`src/design/mdfs_pkg.sv`:
```
// Shared types, codes and reset values for the motor drive fault supervisor.
`default_nettype none

package mdfs_pkg;

  // System mode codes
  localparam logic [1:0] MODE_INIT    = 2'd0;
  localparam logic [1:0] MODE_RUNNING = 2'd1;
  localparam logic [1:0] MODE_FAULT   = 2'd2;

  // Fault codes
  localparam logic [2:0] CODE_NONE         = 3'd0;
  localparam logic [2:0] CODE_ADC          = 3'd1;
  localparam logic [2:0] CODE_ENCODER      = 3'd2;
  localparam logic [2:0] CODE_UNDERVOLTAGE = 3'd3;
  localparam logic [2:0] CODE_INIT_FAILED  = 3'd4;

  // Init diagnostic result codes
  localparam logic [1:0] DIAG_NOT_EXECUTED = 2'd0;
  localparam logic [1:0] DIAG_SUCCESS      = 2'd1;
  localparam logic [1:0] DIAG_FAILED       = 2'd2;

  // Configuration register indexes
  localparam int unsigned CFG_INDEX_W = 8;
  localparam int unsigned CFG_DATA_W  = 16;
  localparam logic [CFG_INDEX_W-1:0] REG_SENSOR_FAULT_THRESHOLD = 8'd0;
  localparam logic [CFG_INDEX_W-1:0] REG_UNDERVOLTAGE_ENABLE    = 8'd1;
  localparam logic [CFG_INDEX_W-1:0] REG_REQUIRED_CHECKS        = 8'd2;

  // Configuration reset values
  localparam logic [7:0]  THRESHOLD_RESET = 8'd3;
  localparam logic        UV_ENABLE_RESET = 1'b1;
  localparam logic [15:0] REQUIRED_RESET  = 16'h007F;

  localparam logic [15:0] INVALID_MAX = 16'hFFFF;
  localparam logic [31:0] SKIP_MAX    = 32'hFFFF_FFFF;

  typedef struct packed {
    logic [7:0]  sensor_fault_threshold;
    logic        undervoltage_enable;
    logic [15:0] required_checks;
  } cfg_t;

  typedef struct packed {
    logic [1:0]  mode;
    logic [2:0]  fault;
    logic [1:0]  diag;
    logic [15:0] seen_mask;
    logic [15:0] failed_mask;
    logic [15:0] invalid_count;
    logic [31:0] skip_count;
  } supv_state_t;

  typedef struct packed {
    logic [15:0] pass_bits;
    logic [15:0] fail_bits;
    logic        sensor_updated;
    logic        adc_ok;
    logic        encoder_ok;
    logic        loop_skipped;
    logic        undervoltage;
    logic        finalize;
  } item_t;

  typedef struct packed {
    logic [1:0]  system_mode;
    logic [2:0]  fault_code;
    logic [1:0]  init_result;
    logic [31:0] skip_total;
    logic [15:0] invalid_run;
    logic [15:0] missing_checks;
    logic        fault_entered;
  } result_t;

endpackage

`default_nettype wire

```
`src/design/mdfs_cfg_regs.sv`:
```
// Configuration register bank for the motor drive fault supervisor.
`default_nettype none

module mdfs_cfg_regs
  import mdfs_pkg::*;
(
  input  wire logic                   clk,
  input  wire logic                   rst,
  input  wire logic                   cfg_valid,
  output logic                        cfg_ready,
  input  wire logic [CFG_INDEX_W-1:0] cfg_index,
  input  wire logic [CFG_DATA_W-1:0]  cfg_data,
  output cfg_t                        cfg
);

  assign cfg_ready = 1'b1;

  always_ff @(posedge clk) begin
    if (rst) begin
      cfg.sensor_fault_threshold <= THRESHOLD_RESET;
      cfg.undervoltage_enable    <= UV_ENABLE_RESET;
      cfg.required_checks        <= REQUIRED_RESET;
    end else if (cfg_valid) begin
      case (cfg_index)
        REG_SENSOR_FAULT_THRESHOLD: cfg.sensor_fault_threshold <= cfg_data[7:0];
        REG_UNDERVOLTAGE_ENABLE:    cfg.undervoltage_enable    <= cfg_data[0];
        REG_REQUIRED_CHECKS:        cfg.required_checks        <= cfg_data;
        default: ;  // drop writes to unknown indexes
      endcase
    end
  end

endmodule

`default_nettype wire

```
`src/design/mdfs_step.sv`:
```
// Combinational state update and result for one signal bundle.
`default_nettype none

module mdfs_step
  import mdfs_pkg::*;
(
  input  wire supv_state_t state,
  input  wire cfg_t        cfg,
  input  wire item_t       item,
  output supv_state_t      state_next,
  output result_t          result
);

  always_comb begin
    logic [1:0]  mode;
    logic [2:0]  fault;
    logic [1:0]  diag;
    logic [15:0] seen;
    logic [15:0] failed;
    logic [15:0] inv;
    logic [15:0] missing;
    logic        bad_read;
    logic        uv_trip;
    logic [1:0]  skip_inc;
    logic [32:0] skip_sum;
    logic [31:0] skip;

    mode   = state.mode;
    fault  = state.fault;
    diag   = state.diag;
    inv    = state.invalid_count;
    seen   = state.seen_mask | item.pass_bits | item.fail_bits;
    failed = state.failed_mask | item.fail_bits;

    bad_read = item.sensor_updated && !(item.adc_ok && item.encoder_ok);
    uv_trip  = item.undervoltage && cfg.undervoltage_enable;

    if (item.sensor_updated) begin
      if (item.adc_ok && item.encoder_ok) begin
        inv = '0;
        if (mode != MODE_FAULT) begin
          fault = CODE_NONE;
        end
      end else begin
        if (inv != INVALID_MAX) begin
          inv = inv + 16'd1;
        end
        fault = item.adc_ok ? CODE_ENCODER : CODE_ADC;
        if (inv >= {8'd0, cfg.sensor_fault_threshold}) begin
          mode = MODE_FAULT;
        end
      end
    end

    if (uv_trip) begin
      mode  = MODE_FAULT;
      fault = CODE_UNDERVOLTAGE;
    end

    // Up to three skipped steps per bundle, saturating as a whole
    skip_inc = {1'b0, bad_read} + {1'b0, item.loop_skipped} + {1'b0, uv_trip};
    skip_sum = {1'b0, state.skip_count} + {31'd0, skip_inc};
    skip     = skip_sum[32] ? SKIP_MAX : skip_sum[31:0];

    missing = cfg.required_checks & ~seen;

    if (item.finalize) begin
      if (seen == 16'd0) begin
        diag  = DIAG_NOT_EXECUTED;
        mode  = MODE_FAULT;
        fault = CODE_INIT_FAILED;
      end else if (failed == 16'd0 && missing == 16'd0) begin
        diag  = DIAG_SUCCESS;
        mode  = MODE_RUNNING;
        fault = CODE_NONE;
      end else begin
        diag  = DIAG_FAILED;
        mode  = MODE_FAULT;
        fault = CODE_INIT_FAILED;
      end
    end

    state_next.mode          = mode;
    state_next.fault         = fault;
    state_next.diag          = diag;
    state_next.seen_mask     = seen;
    state_next.failed_mask   = failed;
    state_next.invalid_count = inv;
    state_next.skip_count    = skip;

    result.system_mode    = mode;
    result.fault_code     = fault;
    result.init_result    = diag;
    result.skip_total     = skip;
    result.invalid_run    = inv;
    result.missing_checks = missing;
    result.fault_entered  = (state.mode != MODE_FAULT) && (mode == MODE_FAULT);
  end

endmodule

`default_nettype wire

```
`src/design/motor_drive_fault_supervisor_unit.sv`:
```
// Top level of the motor drive fault supervisor: input register, step logic, result register.
// An accepted request waits in the input register until the result slot is free or drained.
// One request per cycle while the consumer takes results; the input and result registers
//   each hold one request, and the supervisor state advances as a request moves between them.
// Reset (rst, synchronous, active high): all supervisor state clears to zero (init mode),
//   configuration returns to threshold 3, undervoltage enabled, required checks 0x007F.
`default_nettype none

module motor_drive_fault_supervisor_unit
  import mdfs_pkg::*;
(
  input  wire logic                   clk,
  input  wire logic                   rst,

  // Request channel
  input  wire logic                   in_valid,
  output logic                        in_ready,
  input  wire logic [15:0]            pass_bits,
  input  wire logic [15:0]            fail_bits,
  input  wire logic                   sensor_updated,
  input  wire logic                   adc_ok,
  input  wire logic                   encoder_ok,
  input  wire logic                   loop_skipped,
  input  wire logic                   undervoltage,
  input  wire logic                   finalize,

  // Result channel
  output logic                        out_valid,
  input  wire logic                   out_ready,
  output logic [1:0]                  system_mode,
  output logic [2:0]                  fault_code,
  output logic [1:0]                  init_result,
  output logic [31:0]                 skip_total,
  output logic [15:0]                 invalid_run,
  output logic [15:0]                 missing_checks,
  output logic                        fault_entered,

  // Configuration write channel
  input  wire logic                   cfg_valid,
  output logic                        cfg_ready,
  input  wire logic [CFG_INDEX_W-1:0] cfg_index,
  input  wire logic [CFG_DATA_W-1:0]  cfg_data
);

  cfg_t        cfg;
  supv_state_t state;
  supv_state_t state_next;
  item_t       item;
  result_t     result;
  result_t     result_q;
  logic        item_valid;
  logic        advance;

  mdfs_cfg_regs u_cfg (
    .clk       (clk),
    .rst       (rst),
    .cfg_valid (cfg_valid),
    .cfg_ready (cfg_ready),
    .cfg_index (cfg_index),
    .cfg_data  (cfg_data),
    .cfg       (cfg)
  );

  // Advance the held request into the result register when that slot is free
  // or being drained this cycle; the state update happens on the same edge.
  assign advance  = item_valid && (!out_valid || out_ready);
  assign in_ready = !item_valid || advance;

  // Input register: valid bit under reset, payload loads on acceptance only
  always_ff @(posedge clk) begin
    if (rst) begin
      item_valid <= 1'b0;
    end else if (in_ready) begin
      item_valid <= in_valid;
    end
  end

  always_ff @(posedge clk) begin
    if (in_valid && in_ready) begin
      item.pass_bits      <= pass_bits;
      item.fail_bits      <= fail_bits;
      item.sensor_updated <= sensor_updated;
      item.adc_ok         <= adc_ok;
      item.encoder_ok     <= encoder_ok;
      item.loop_skipped   <= loop_skipped;
      item.undervoltage   <= undervoltage;
      item.finalize       <= finalize;
    end
  end

  mdfs_step u_step (
    .state      (state),
    .cfg        (cfg),
    .item       (item),
    .state_next (state_next),
    .result     (result)
  );

  // Supervisor state: commit the step's update as the request advances
  always_ff @(posedge clk) begin
    if (rst) begin
      state <= '0;
    end else if (advance) begin
      state <= state_next;
    end
  end

  // Result register: hold until the consumer takes it
  always_ff @(posedge clk) begin
    if (rst) begin
      out_valid <= 1'b0;
    end else if (advance) begin
      out_valid <= 1'b1;
    end else if (out_ready) begin
      out_valid <= 1'b0;
    end
  end

  always_ff @(posedge clk) begin
    if (advance) begin
      result_q <= result;
    end
  end

  assign system_mode    = result_q.system_mode;
  assign fault_code     = result_q.fault_code;
  assign init_result    = result_q.init_result;
  assign skip_total     = result_q.skip_total;
  assign invalid_run    = result_q.invalid_run;
  assign missing_checks = result_q.missing_checks;
  assign fault_entered  = result_q.fault_entered;

endmodule

`default_nettype wire

```
`config.mk`:
```
export PLATFORM = sky130hd
export DESIGN_NAME = motor_drive_fault_supervisor_unit
export DESIGN_NICKNAME = d
export VERILOG_FILES = /design/src/design/mdfs_pkg.sv /design/src/design/mdfs_cfg_regs.sv /design/src/design/mdfs_step.sv /design/src/design/motor_drive_fault_supervisor_unit.sv
export SDC_FILE = /design/constraint.sdc
export NUM_CORES = 1
export LEC_CHECK = 0
export ABC_AREA = 1
export BUFFER_PORTS_ARGS = -buffer_cell sky130_fd_sc_hd__buf_4
export CORE_UTILIZATION = 40
export DETAILED_ROUTE_END_ITERATION = 12
export GPL_TIMING_DRIVEN = 0
export PLACE_DENSITY = 0.67
export SYNTH_ARGS = -nofsm -noshare
export SYNTH_HDL_FRONTEND = slang
export SYNTH_SLANG_ARGS = --single-unit
```
`constraint.sdc`:
```
create_clock -name clk -period 3.5 [get_ports clk]
set_input_delay 0.35 -clock clk [delete_from_list [all_inputs] [get_ports clk]]
set_output_delay 0.35 -clock clk [all_outputs]
set_load 0.005 [all_outputs]
```
==> impl_metrics.toml, run 1 <==
[layout]
finalCoreUtilization_pct = 52.0
layout_common_cells = "196 x sky130_fd_sc_hd__nand2_1, 166 x sky130_fd_sc_hd__inv_1, 142 x sky130_fd_sc_hd__buf_4"
filler_cell_count = 2232
final_common_cell = "sky130_fd_sc_hd__nand2_1"
drive_gt1_share_pct = 18.8
finalNetCount = 1397
stdcell_count = 1659
postLayoutCellArea_um2 = 12600
area_growth_syn_to_layout_pct = 27.7
antenna-diode-count = 0

[clock_network]
ctsRootBufferMaster = "sky130_fd_sc_hd__clkbuf_16"
worst_path_clk_slew_ns = 0.06
cts_max_level = 1
cts-buffers-inserted = 24
cts_tree = "done"
clockBufferDepth = 3
cts_sinks = 224
clk_latency_ns = 0.53

[yosys]
yosys_most_used_dff = "sky130_fd_sc_hd__dfxtp_1"
asyncSetResetFlopFracSynth_pct = 0
synthesis.nets = 1196
mappedNetlistArea_um2 = 9900
post_synth_inst_count = 1116
ys_warn_count = 0
synth-seq-cells = 224
synth_cell_type_count = 42
synth_enable_flop_cells = 110
synth_sequential_area_ratio_pct = 56.4
avgSynthCellArea_um2 = 8.87

[place]
dp.cells = 1582
dpl.hpwl_mm = 18.1
placed_area_um2 = 11400
pre_cts_ws_ns = 0.102
gp_congestion = 0.906
buffer_ports.inserted = 140

[sta]
period_minus_slack_ns = 3.22
achievable-frequency_mhz = 311
worst_slew_margin_rel_pct = 42.0
post-route-period-util_pct = 92.0
slew_viol_final = 0
fin_ws_ns = 0.282
setup_viol = 0
worst_clock_skew_ns = 0.0166
timing.final.hold_violations = 0
setup-tns-final_ns = 0
tightest_slew_ns = 0.869
rsz_0062_raised_after_global_routing = "no"

[global_routing]
first_global_vias = 7851
grt_max_degree = 39
grtUsageTotal_pct = 20.0
globalRouteOverflowTotal = 0
use_met3_pct = 2.87
globalRoute.busiestLayer = "met2"
number_of_antenna_violations_at_the_first_check_in_global_routing = 0
met2_usage_pct = 34.0
grt_first_pass_wirelength_mm = 40.2
grt_util_met1_pct = 26.4

[pwr]
powerDensity_nw_per_um2 = 512
leakagePower_nw = 5.63
max-vdd-ir-drop_mv = 0.471

[critical_path]
path_class = "register to register"
worst_ep_arrival_time_ns = 3.46
path_common_cell = "sky130_fd_sc_hd__nand2_1"
cp_slowest_cell = "sky130_fd_sc_hd__fa_1"
length_in_cells_of_the_worst_reg_to_reg_path = 16
slowest_delay_ns = 0.42
cell_breakdown_of_the_critical_path = "nand2_1, nand2_1, inv_2, buf_6, fa_1, ha_1, fa_1, nand3_2, nor2_2, nand2_2, inv_2, nand2_2, nor2_4, nand4_4, buf_2, nand2_1"
worstPathMaxFanout = 10
cp_launch_type = "register"
endpoint_kind = "register"
required_arrival_time_at_the_worst_endpoint_ns = 3.74

[floorplanning]
row_count = 57
die_h_um = 159
fp.dieW_um = 159
boundaryPins = 142
start_util_pct = 40.7
design.die.area_um2 = 25400
core-area_um2 = 24300

[routing]
routed_wl_mm = 25.2
detail_route.first_pass.iterations = 5
avgViaCountPerCell = 4.91
route.antenna.remaining_nets = 0
detail_route.wl_per_cell_um = 15.2
vias = 8140
dr.first_iter.drc_count = 526
remaining_drc_errors = 0

[run]
timing.max_cap.violations = 0

[status]
outcome = "complete, no violations"

[worst_hold_path]
holdCritPathClass = "input port to register"
timing.hold.worst_path_depth = 1
## state kept, by name, indices dropped and copies added (netlist names)
name            count
out_valid           1
missing_checks     16
invalid_run        16
fault_code          3
u_cfg.cfg          25
item_valid          1
system_mode         2
init_result         2
state              87
fault_entered       1
skip_total         32
item               38
## per-stage QoR
| step | hold WS (ns) | power, mW |
|---|---|---|
| after floorplan | 0.430 | 3.36 |
| after global placement | 0.439 | 3.61 |
| after detailed placement | 0.442 | 3.62 |
| after CTS | 0.00148 | 6.52 |
| after global routing | 0.00189 | 6.72 |
| final | 0.0212 | 6.47 |
## path summary, 6_finish.rpt
path	startpoint	to	slack, ns
hold / removal	sensor_updated	item[5]	0.02
hold reg to reg	state[58]	state[58]	0.45
setup reg to reg	item[4]	skip_total[15]	0.28
setup / recovery	item[4]	skip_total[15]	0.28
## worst max-delay path, delay by kind of cell (launching register included)
kind	cells	cell delay, ns
adder cells (fa/ha/maj)	3	1.09
flip-flops	1	0.41
buffers and inverters	4	0.54
AND/OR/NAND/NOR	9	0.90
## cells by family after synthesis
kind of cell | synth area share (%)
DFF | 56.4
other | 0.0379
adders and majority gates | 1.79
AOI/OAI and AO/OA | 10.7
buffers and inverters | 8.20
and+or+nand+nor | 21.8
xor gates and xnor gates | 1.06
## Yosys cell counts (2+ instances only)
cell | instances | area [um2]
sky130_fd_sc_hd__inv_2 | 4 | 15.0
sky130_fd_sc_hd__o211ai_1 | 7 | 52.6
sky130_fd_sc_hd__nand3_4 | 2 | 35.0
sky130_fd_sc_hd__or2_2 | 6 | 37.5
sky130_fd_sc_hd__nor4_1 | 13 | 81.3
sky130_fd_sc_hd__xor2_1 | 8 | 70.1
sky130_fd_sc_hd__ha_1 | 11 | 138
sky130_fd_sc_hd__nand2_1 | 196 | 736
sky130_fd_sc_hd__buf_1 | 3 | 11.3
sky130_fd_sc_hd__xnor2_1 | 4 | 35.0
sky130_fd_sc_hd__buf_6 | 2 | 22.5
sky130_fd_sc_hd__edfxtp_1 | 110 | 3300
sky130_fd_sc_hd__nor3_1 | 26 | 130
sky130_fd_sc_hd__dfxtp_1 | 114 | 2280
sky130_fd_sc_hd__nand2_2 | 4 | 25.0
sky130_fd_sc_hd__o21ai_0 | 96 | 480
sky130_fd_sc_hd__o21ai_1 | 12 | 60.1
sky130_fd_sc_hd__a211oi_2 | 2 | 25.0
sky130_fd_sc_hd__o21a_1 | 5 | 37.5
sky130_fd_sc_hd__nor2_1 | 119 | 447
sky130_fd_sc_hd__buf_2 | 4 | 20.0
sky130_fd_sc_hd__nand4_1 | 22 | 138
sky130_fd_sc_hd__inv_1 | 168 | 631
sky130_fd_sc_hd__nand3_2 | 22 | 220
sky130_fd_sc_hd__fa_1 | 2 | 40.0
sky130_fd_sc_hd__nor2_2 | 6 | 37.5
sky130_fd_sc_hd__and2_1 | 2 | 12.5
sky130_fd_sc_hd__nand3b_1 | 2 | 15.0
sky130_fd_sc_hd__o22ai_1 | 3 | 18.8
sky130_fd_sc_hd__nand3_1 | 31 | 155
sky130_fd_sc_hd__clkbuf_1 | 26 | 97.6
sky130_fd_sc_hd__a21oi_1 | 66 | 330
sky130_fd_sc_hd__a31oi_1 | 6 | 37.5
sky130_fd_sc_hd__nor2_4 | 3 | 33.8
sky130_fd_sc_hd__buf_4 | 2 | 15.0
## report_power, final
group	internal, mW	switching (mW)	total (mW)
logic	0.259	0.347	0.606
clock network	1.82	1.05	2.87
registers	2.91	0.0889	3.00
## repair_timing
item                                    CTS  global route
resized for setup                         0             6
endpoints found under the hold margin    31             1
endpoints found under the setup margin    0            53
hold buffers                             31             1
setup buffers                             0             1
## metal layers
metal	share of wire (%)	wire (um)
met5	0	0
met1	45	11200
met2	48	12000
met4	2.9	722
met3	4.9	1240
## layout make-up
class,instances,area [um2],area share (%)
timing repair buffer,175,1420,11.2
multi-input combinational,683,3510,27.8
tap,324,405,3.20
inverter,172,646,5.10
clock buffer,28,636,5.02
buffer,37,175,1.38
clock inverter,16,270,2.14
sequential,224,5590,44.2
(Power assumes the default switching activity.)
==> inputs of run 2 (changes only) <==
--- a/config.mk
+++ b/config.mk
@@ -7,10 +7,13 @@
 export LEC_CHECK = 0
 export ABC_AREA = 1
 export BUFFER_PORTS_ARGS = -buffer_cell sky130_fd_sc_hd__buf_4
-export CORE_UTILIZATION = 40
+export CELL_PAD_IN_SITES_DETAIL_PLACEMENT = 1
+export CELL_PAD_IN_SITES_GLOBAL_PLACEMENT = 1
+export CORE_UTILIZATION = 39
 export DETAILED_ROUTE_END_ITERATION = 12
 export GPL_TIMING_DRIVEN = 0
-export PLACE_DENSITY = 0.67
+export PLACE_DENSITY = 0.82
+export SKIP_CTS_REPAIR_TIMING = 1
 export SYNTH_ARGS = -nofsm -noshare
 export SYNTH_HDL_FRONTEND = slang
 export SYNTH_SLANG_ARGS = --single-unit
==> run 2 against run 1 <==
  * Count of clock-buffer cells in the layout grew 2
  * Wire length grew 21%
  * Die area grew 2.5%
  * Core utilization shrank 0.51 points
  * Cell count grew 0.24%
==> impl_metrics.toml, run 2 (synthesis results as in run 1) <==
[status]
outcome = "complete, no violations"

[layout]
area_growth_syn_to_layout_pct = 28.0
largest_reg_flops = 87
largest-register = "state"
drive_gt1_share_pct = 18.8
finalCoreUtilization_pct = 51.5
antenna-diode-count = 0
layout_common_cells = "196 x sky130_fd_sc_hd__nand2_1, 166 x sky130_fd_sc_hd__inv_1, 142 x sky130_fd_sc_hd__buf_4"
final_common_cell = "sky130_fd_sc_hd__nand2_1"
finalNetCount = 1400

[pwr]
internal-power_mw = 4.96
switching_share_pct = 24.2
power.share.sequential_pct = 45.9
leakagePower_nw = 5.64
max-vdd-ir-drop_mv = 0.361
total_chip_power_mw = 6.54
power.combinational.fraction_pct = 9.7
share_clk_of_total_power_pct = 44.3
powerDensity_nw_per_um2 = 516
netSwitchingPower_mw = 1.58

[clock_network]
cts_max_level = 1
ctsRootBufferMaster = "sky130_fd_sc_hd__clkbuf_16"
clk_latency_ns = 0.54
worst_path_clk_slew_ns = 0.06
cts-buffers-inserted = 25
cts_tree = "done"
cts_sinks = 224
clockBufferDepth = 3

[critical_path]
path_class = "register to register"
cp_slowest_cell = "sky130_fd_sc_hd__fa_1"
endpoint_kind = "register"
worst_ep_arrival_time_ns = 3.71
cp_launch_type = "register"
slowest_delay_ns = 0.43
critical-path-top-delay-family = "adder cells"
worst-path-buf-inv = 5
required_arrival_time_at_the_worst_endpoint_ns = 3.92
cell_breakdown_of_the_critical_path = "nand2_1, nand2_1, inv_2, buf_6, fa_1, ha_1, fa_1, nand3_2, nor2_2, nand2_2, inv_2, nand2_2, nor2_4, nand4_4, buf_6, nand3_2, o21ai_0, inv_1"
worstPathMaxFanout = 10

[routing]
dr.first_iter.drc_count = 294
remaining_drc_errors = 0
avgViaCountPerCell = 5.13
detail_route.first_pass.iterations = 5
detail_route.wl_per_cell_um = 18.3
vias = 8526
routed_wl_mm = 30.5
route.antenna.remaining_nets = 0

[worst_hold_path]
holdCritPathClass = "input port to register"

[global_routing]
globalRouteOverflowTotal = 0
grtUsageTotal_pct = 22.9
number_of_antenna_violations_at_the_first_check_in_global_routing = 0
first_global_vias = 8965
grt_first_pass_wirelength_mm = 46.9
grt_max_degree = 39

[place]
gp_congestion = 0.876
buffer_ports.inserted = 140
dpl.hpwl_mm = 21.6

[floorplanning]
row_count = 57
die_h_um = 161
core-area_um2 = 24600
boundaryPins = 142
start_util_pct = 40.2
fp.dieW_um = 161
design.die.area_um2 = 26000

[sta]
slew_viol_final = 0
worst_clock_skew_ns = 0.0120
rsz_0062_raised_after_global_routing = "no"
post-route-period-util_pct = 93.9
period_minus_slack_ns = 3.28
setup_viol = 0
timing.final.hold_violations = 0
achievable-frequency_mhz = 304
worst_slew_margin_rel_pct = 41.2
tightest_slew_ns = 0.883

[run]
timing.max_cap.violations = 0
run 2: cell count changes in the layout (fill, tap and decap cells not counted), sizes merged:
cell | previous run | this run
buf | 154 | 153
bufinv | 7 | 6
clkbuf | 54 | 57
dlygate4sd3 | 32 | 34
inv | 172 | 173
run 2: worst paths after layout:
| path | from | end | slack (ns) | depth (start not counted) |
|---|---|---|---|---|
| max | item[4] | state[2] | 0.22 | 18 |
| min | pass_bits[2] | item[24] | 0.008 | 1 |
| max reg2reg | item[4] | state[2] | 0.22 | 18 |
| min reg2reg | state[53] | state[53] | 0.46 | 2 |
run 2: cell type report:
class                      instances  area [um2]
buffer                            37         174
clock buffer                      30         654
clock inverter                    16         253
fill                            2846       11900
inverter                         172         646
multi-input combinational        683        3520
sequential                       224        5590
tap                              324         405
timing repair buffer             177        1440
run 2: power groups by stage:
stage	Combinational (mW)	Sequential, mW	Clock [mW]
after detailed placement	0.592	3.06	0
after global routing	0.706	3.02	3.03
after CTS	0.603	3.00	2.94
after global placement	0.558	3.06	0
final	0.635	3.01	2.90
after floorplan	0.320	3.04	0
run 2: worst register-to-register path, stage by stage, from the launching register on:
cell and delay (ns):
sky130_fd_sc_hd__edfxtp_1 0.41, sky130_fd_sc_hd__nand2_1 0.11, sky130_fd_sc_hd__nand2_1 0.10, sky130_fd_sc_hd__inv_2 0.08, sky130_fd_sc_hd__buf_6 0.15, sky130_fd_sc_hd__fa_1 0.43, sky130_fd_sc_hd__ha_1 0.24, sky130_fd_sc_hd__fa_1 0.43
sky130_fd_sc_hd__nand3_2 0.14, sky130_fd_sc_hd__nor2_2 0.05, sky130_fd_sc_hd__nand2_2 0.09, sky130_fd_sc_hd__inv_2 0.08, sky130_fd_sc_hd__nand2_2 0.12, sky130_fd_sc_hd__nor2_4 0.06, sky130_fd_sc_hd__nand4_4 0.12, sky130_fd_sc_hd__buf_6 0.20
sky130_fd_sc_hd__nand3_2 0.10, sky130_fd_sc_hd__o21ai_0 0.19, sky130_fd_sc_hd__inv_1 0.07
run 2: through the flow:
step | setup WS [ns] | hold slack [ns] | instance area, um2 | cells | setup TNS (ns)
final | 0.215 | 0.00780 | 12700 | 1663 | 0
after global routing | 0.0422 | 0.00281 | 12700 | 1663 | 0
after floorplan | 0.0231 | 0.430 | 9900 | 1116 | 0
after detailed placement | 0.0258 | 0.450 | 11400 | 1582 | 0
after CTS | -0.00480 | -0.0362 | 12300 | 1628 | -0.00939
after global placement | -1.46 | 0.437 | 11400 | 1580 | -115.41
run 2: per-layer routing:
| layer | track usage [%] | share of wire, % |
|---|---|---|
| met1 | 26.7 | 40 |
| met2 | 42.8 | 53 |
| met3 | 3.18 | 3.6 |
| met4 | 7.72 | 3.1 |
| met5 | 0 | 0 |
